===== src/sv/pll_pkg.sv =====
// Shared constants, codes and controller/datapath interface types for the
// profile linear/log interpolator. No dependencies.
package pll_pkg;

  localparam int LEVELS    = 64;
  localparam int LVL_W     = $clog2(LEVELS);
  localparam int CNT_W     = LVL_W + 1;
  localparam int SQ_STEPS  = 24;
  localparam int SQ_W      = $clog2(SQ_STEPS);
  localparam int DIV_STEPS = 30;
  localparam int DIV_W     = $clog2(DIV_STEPS);

  localparam logic OP_WRITE = 1'b0;
  localparam logic OP_QUERY = 1'b1;

  localparam logic CFG_COORD_MODE = 1'b0;
  localparam logic CFG_REL_BASE   = 1'b1;

  typedef enum logic [1:0] {
    LSEL_Q  = 2'd0,
    LSEL_HI = 2'd1,
    LSEL_LO = 2'd2
  } log_sel_t;

  typedef struct packed {
    logic     wr;
    logic     scan_start;
    logic     scan;
    logic     check;
    logic     log_load;
    log_sel_t log_sel;
    logic     log_norm;
    logic     log_sq;
    logic     subs;
    logic     wsetup;
    logic     div_step;
    logic     mul_lo;
    logic     mul_hi;
    logic     mul_add;
    logic     interp;
    logic     finish;
  } cmd_t;

  typedef struct packed {
    logic scan_done;
    logic chk_final;
    logic chk_log;
    logic norm_done;
    logic sq_done;
    logic need_div;
    logic div_done;
  } sts_t;

endpackage


===== src/sv/pll_ctrl.sv =====
// Sequencing state machine of the interpolator: scan, check, log, subtract,
// weight setup, divide, multiply, interpolate and finish steps. Depends on pll_pkg.
module pll_ctrl (
  input  logic          clk,
  input  logic          rst,
  input  logic          start,
  input  logic          op,
  input  pll_pkg::sts_t sts,
  output logic          busy,
  output pll_pkg::cmd_t cmd
);
  import pll_pkg::*;

  typedef enum logic [12:0] {
    S_IDLE    = 13'b0000000000001,
    S_SCAN    = 13'b0000000000010,
    S_CHECK   = 13'b0000000000100,
    S_LOGNORM = 13'b0000000001000,
    S_LOGSQ   = 13'b0000000010000,
    S_SUBS    = 13'b0000000100000,
    S_WSETUP  = 13'b0000001000000,
    S_DIV     = 13'b0000010000000,
    S_MULLO   = 13'b0000100000000,
    S_MULHI   = 13'b0001000000000,
    S_MULADD  = 13'b0010000000000,
    S_INTERP  = 13'b0100000000000,
    S_FINISH  = 13'b1000000000000
  } state_t;

  state_t   state, state_next;
  log_sel_t log_sel, log_sel_next;

  always_ff @(posedge clk) begin
    if (rst) begin
      state   <= S_IDLE;
      log_sel <= LSEL_Q;
    end else begin
      state   <= state_next;
      log_sel <= log_sel_next;
    end
  end

  assign busy = (state != S_IDLE);

  always_comb begin
    state_next   = state;
    log_sel_next = log_sel;
    cmd          = '0;
    cmd.log_sel  = log_sel;
    unique case (state)
      S_IDLE: begin
        if (start) begin
          if (op == OP_QUERY) begin
            cmd.scan_start = 1'b1;
            state_next     = S_SCAN;
          end else begin
            cmd.wr = 1'b1;
          end
        end
      end
      S_SCAN: begin
        cmd.scan = 1'b1;
        if (sts.scan_done) state_next = S_CHECK;
      end
      S_CHECK: begin
        cmd.check = 1'b1;
        if (sts.chk_final) begin
          state_next = S_FINISH;
        end else if (sts.chk_log) begin
          cmd.log_load = 1'b1;
          cmd.log_sel  = LSEL_Q;
          log_sel_next = LSEL_Q;
          state_next   = S_LOGNORM;
        end else begin
          state_next = S_SUBS;
        end
      end
      S_LOGNORM: begin
        cmd.log_norm = 1'b1;
        if (sts.norm_done) state_next = S_LOGSQ;
      end
      S_LOGSQ: begin
        cmd.log_sq = 1'b1;
        if (sts.sq_done) begin
          if (log_sel == LSEL_LO) begin
            state_next = S_SUBS;
          end else begin
            log_sel_next = (log_sel == LSEL_Q) ? LSEL_HI : LSEL_LO;
            cmd.log_load = 1'b1;
            cmd.log_sel  = log_sel_next;
            state_next   = S_LOGNORM;
          end
        end
      end
      S_SUBS: begin
        cmd.subs   = 1'b1;
        state_next = S_WSETUP;
      end
      S_WSETUP: begin
        cmd.wsetup = 1'b1;
        state_next = sts.need_div ? S_DIV : S_MULLO;
      end
      S_DIV: begin
        cmd.div_step = 1'b1;
        if (sts.div_done) state_next = S_MULLO;
      end
      S_MULLO: begin
        cmd.mul_lo = 1'b1;
        state_next = S_MULHI;
      end
      S_MULHI: begin
        cmd.mul_hi = 1'b1;
        state_next = S_MULADD;
      end
      S_MULADD: begin
        cmd.mul_add = 1'b1;
        state_next  = S_INTERP;
      end
      S_INTERP: begin
        cmd.interp = 1'b1;
        state_next = S_FINISH;
      end
      S_FINISH: begin
        cmd.finish = 1'b1;
        state_next = S_IDLE;
      end
      default: state_next = S_IDLE;
    endcase
  end

  a_query_starts_scan: assert property (@(posedge clk) disable iff (rst)
    (state == S_IDLE && start && op == OP_QUERY) |=> (state == S_SCAN))
    else $error("query transfer did not start a scan");

  a_finish_to_idle: assert property (@(posedge clk) disable iff (rst)
    (state == S_FINISH) |=> (state == S_IDLE))
    else $error("finish step did not return to idle");

  a_div_holds: assert property (@(posedge clk) disable iff (rst)
    (state == S_DIV && !sts.div_done) |=> (state == S_DIV))
    else $error("division left before its last step");

endmodule


===== config.mk =====
export PLATFORM = sky130hd
export DESIGN_NAME = pll_ctrl
export DESIGN_NICKNAME = d
export VERILOG_FILES = /design/src/sv/pll_pkg.sv /design/src/sv/pll_ctrl.sv
export SDC_FILE = /design/constraint.sdc
export NUM_CORES = 1
export LEC_CHECK = 0
export BUFFER_PORTS_ARGS = -buffer_cell sky130_fd_sc_hd__buf_2
export CORE_MARGIN = 10
export CORE_UTILIZATION = 56
export CTS_CLUSTER_DIAMETER = 50
export DETAILED_ROUTE_END_ITERATION = 12
export PLACE_DENSITY = 0.84
export SYNTH_ARGS = -nofsm -noshare
export SYNTH_HDL_FRONTEND = slang
export SYNTH_SLANG_ARGS = --single-unit

===== constraint.sdc =====
create_clock -name clk -period 6.9 [get_ports clk]
set_clock_uncertainty 0.1 [all_clocks]
set_input_delay 1.725 -clock clk [delete_from_list [all_inputs] [get_ports clk]]
set_output_delay 1.725 -clock clk [all_outputs]
set_load 0.03 [all_outputs]

==> metrics.txt <==
post-synthesis mux area share 0%; die area roughly 0.0042 mm2; RePlAce Congestion about 0.89; Critical R2R Capture state[6]$_SDFFE_PP0P_; clock latency at the later pin of the worst-skew pair 0.29 ns; Worst-Margin Slew between 0.7 and 0.8 ns; Layout area overhead 13.8%; Syn. warnings 0; post-route antenna net violation count 0; P per Cell Area 167 mW/mm2; # H-tree levels 1; worst r2r src state[11]$_SDFFE_PP0P_; setup TNS 0 ns; Buffers on Ports 28; crit-path max cell delay roughly 0.27 ns; Post-Syn Instances roughly 150; compound-gate portion of the synthesized area around 18%; core region area just under 0.002 mm2; post-CTS setup buffer count 0; RSZ-0062 raised after global routing false; EDFF count, synth 0; post-synthesis adder-cell area fraction 0%; DR pass1 iterations 4; Clock transition at path regs approximately 0.090 ns; Peak VDD IR about 0.16 mV; most used cell, CP buf_2; Min-Delay Path Class reg -> reg; CTS max path bufs 2; hold path cells 2; critical path's slowest cell a22o_1; final setup violation count 0; Lkg Pwr 0.532 nW; largest family of logic cells by synthesized area simple AND/OR/NAND/NOR gates; DR DRC count 0; fin crit share 64.3%; TritonCTS buffer count 3; Post-Syn Area between 0.001 and 0.0015 mm2; Hold-fix buffers, CTS 0; Synth Flop Type dfxtp_1; crit path max fanout 3; Detailed Place HPWL 2.50 mm; Mapped Nets ~160; final hold vios 0; worst setup margin between 2 and 2.5 ns; Util after Layout between 60% and 70%; Yosys reg bits 15; Hold Crit Start log_sel[0]$_SDFFE_PP0P_; post-placement cell count between 150 and 200; ys async rst share 0%; largest net degree at the start of global routing 13; I/O pin count 29; CP delay by family, top simple AND/OR/NAND/NOR gates; GRT overflow 0; Mapped Avg Cell Area 7.86 um2; diode count 0; flop-to-flop setup slack ~4.6 ns; Row Count 16; Initial Util between 50% and 60%; Worst Setup Path Type in -> out; max-slew violation count 0; final wirelength between 3 and 4 mm; initial antenna violation count 0; Synth Area in XOR/XNOR roughly 2.3%; status complete, no violations; die width roughly 65 um; chip height around 65 um; Slew headroom 47.6%; Critical Path End Type output port; Via-to-Cell Ratio about 6.2; clk sinks 15; Final min period ~4.4 ns; simple-gate share of the synthesized area between 40% and 50%; synth unique cells 43; DRT iter0 DRCs 78; sequential fraction of the synthesis area approximately a quarter; Root Buffer clkbuf_4; Max Clk Rate 225 MHz; Post-Layout Cell Count 196; WP data arrival approximately 2.6 ns; GRT Util Overall between 10% and 20%; vias in the first global route about 1200; Worst Hold End log_sel[0]$_SDFFE_PP0P_; first-pass GRT wire length between 5 and 6 mm; CTS tree done; crit start category primary input; CP cell instances buf_2, nor2b_1, nand2_1, a22o_1, buf_2; fin nets around 180; CP Buf/Inv Count 2; average wire per standard cell 16.2 um; Worst Reg2Reg Path Length in Cells 4; max-cap violation count 0; share of cells above drive strength 1 24.9%; worst slack, placed approximately 2.5 ns; total number of vias about 1200; post-CTS resize count 0; Critical Path RT approximately 5.1 ns
## placed cells by master, fill, tap and decap left out, types with 2 or more instances in the layout
master	netlist	layout
a21oi_1	5	5
a22oi_1	2	2
a31oi_1	4	4
and4_1	2	2
buf_2	1	28
clkbuf_4	0	3
dfxtp_1	15	15
inv_1	6	6
nand2_1	8	8
nand2b_1	10	10
nand3_1	3	3
nand4_1	6	6
nor2_1	17	17
nor2b_1	3	3
nor3_1	11	11
nor3b_1	3	3
nor4_1	4	4
nor4_4	3	3
o2111ai_1	3	3
o21ai_0	3	3
o31ai_1	2	2
or3_1	3	3
or4_4	3	3
or4b_1	2	2
xor2_1	3	3
## area by class of cell
type                    count  area, um2
repair buffers             28        140
well taps                  27       33.8
fillers                   188        644
flip-flops and latches     15        300
multi-input cells         116        774
clock buffers               4       26.3
inverters                   6       22.5
## registers in the layout (all words and copies together) (netlist names)
signal	flops
log_sel	2
state	13
## power breakdown
group | switching [mW] | total [mW] | internal [mW]
registers | 0.00743 | 0.0971 | 0.0897
logic | 0.0427 | 0.0686 | 0.0259
clock network | 0.0291 | 0.0516 | 0.0225
total | 0.0792 | 0.217 | 0.138
## worst min-delay path: cells and delay by family (launching register included)
kind / cells / cell delay, ns
flip-flops: 1 / 0.37
buffers and inverters: 1 / 0.07
AO/OA/AOI/OAI: 1 / 0.07
## metrics by stage
step	area (um2)	hold WS, ns	total power, mW
2_1_floorplan	1140	0.391	0.147
3_3_place_gp	1270	0.417	0.164
3_5_place_dp	1270	0.438	0.166
4_1_cts	1300	0.452	0.216
5_1_grt	1300	0.491	0.228
6_report	1300	0.454	0.217
## logic make-up after synthesis
family	count (synthesis)
buffers and inverters	14
XOR/XNOR	3
AND/OR/NAND/NOR	86
AO/OA/AOI/OAI	27
flip-flops	15
## Yosys cell counts, types with 2 or more instances
| master | count | area, um2 |
|---|---|---|
| o31ai_1 | 2 | 15.0 |
| nor3_1 | 11 | 55.1 |
| nand2b_1 | 10 | 62.6 |
| a21oi_1 | 5 | 25.0 |
| o21ai_0 | 3 | 15.0 |
| nor2b_1 | 3 | 18.8 |
| and4_1 | 2 | 17.5 |
| a22oi_1 | 2 | 15.0 |
| nor4_4 | 3 | 63.8 |
| nor2_1 | 17 | 63.8 |
| nand2_1 | 8 | 30.0 |
| xor2_1 | 3 | 26.3 |
| nor3b_1 | 3 | 22.5 |
| nand3_1 | 3 | 15.0 |
| or4_4 | 3 | 33.8 |
| a31oi_1 | 4 | 25.0 |
| nor4_1 | 4 | 25.0 |
| or4b_1 | 2 | 20.0 |
| o2111ai_1 | 3 | 26.3 |
| dfxtp_1 | 15 | 300 |
| or3_1 | 3 | 18.8 |
| nand4_1 | 6 | 37.5 |
| clkbuf_1 | 5 | 18.8 |
| inv_1 | 6 | 22.5 |
## per-layer routing
layer / up-vias / part of all wire [%] / global-route usage, %
met3: 11 / 6.6 / 3.90
met1: 564 / 41 / 17.6
li1: 593 / - / -
met5: - / 0 / 0
met2: 49 / 50 / 26.4
met4: 0 / 2.7 / 7.22
## worst max path at each step
stage          slack [ns]       to  startpoint  cells past startpoint
2_1_floorplan        2.61  cmd[16]          op                      1
3_3_place_gp         2.54  cmd[11]      sts[5]                      5
3_5_place_dp         2.48  cmd[11]      sts[5]                      5
4_1_cts              2.47  cmd[11]      sts[5]                      5
5_1_grt              2.42  cmd[11]      sts[5]                      5
6_report             2.47  cmd[11]      sts[5]                      5
Power figures use the tool's default switching activity.
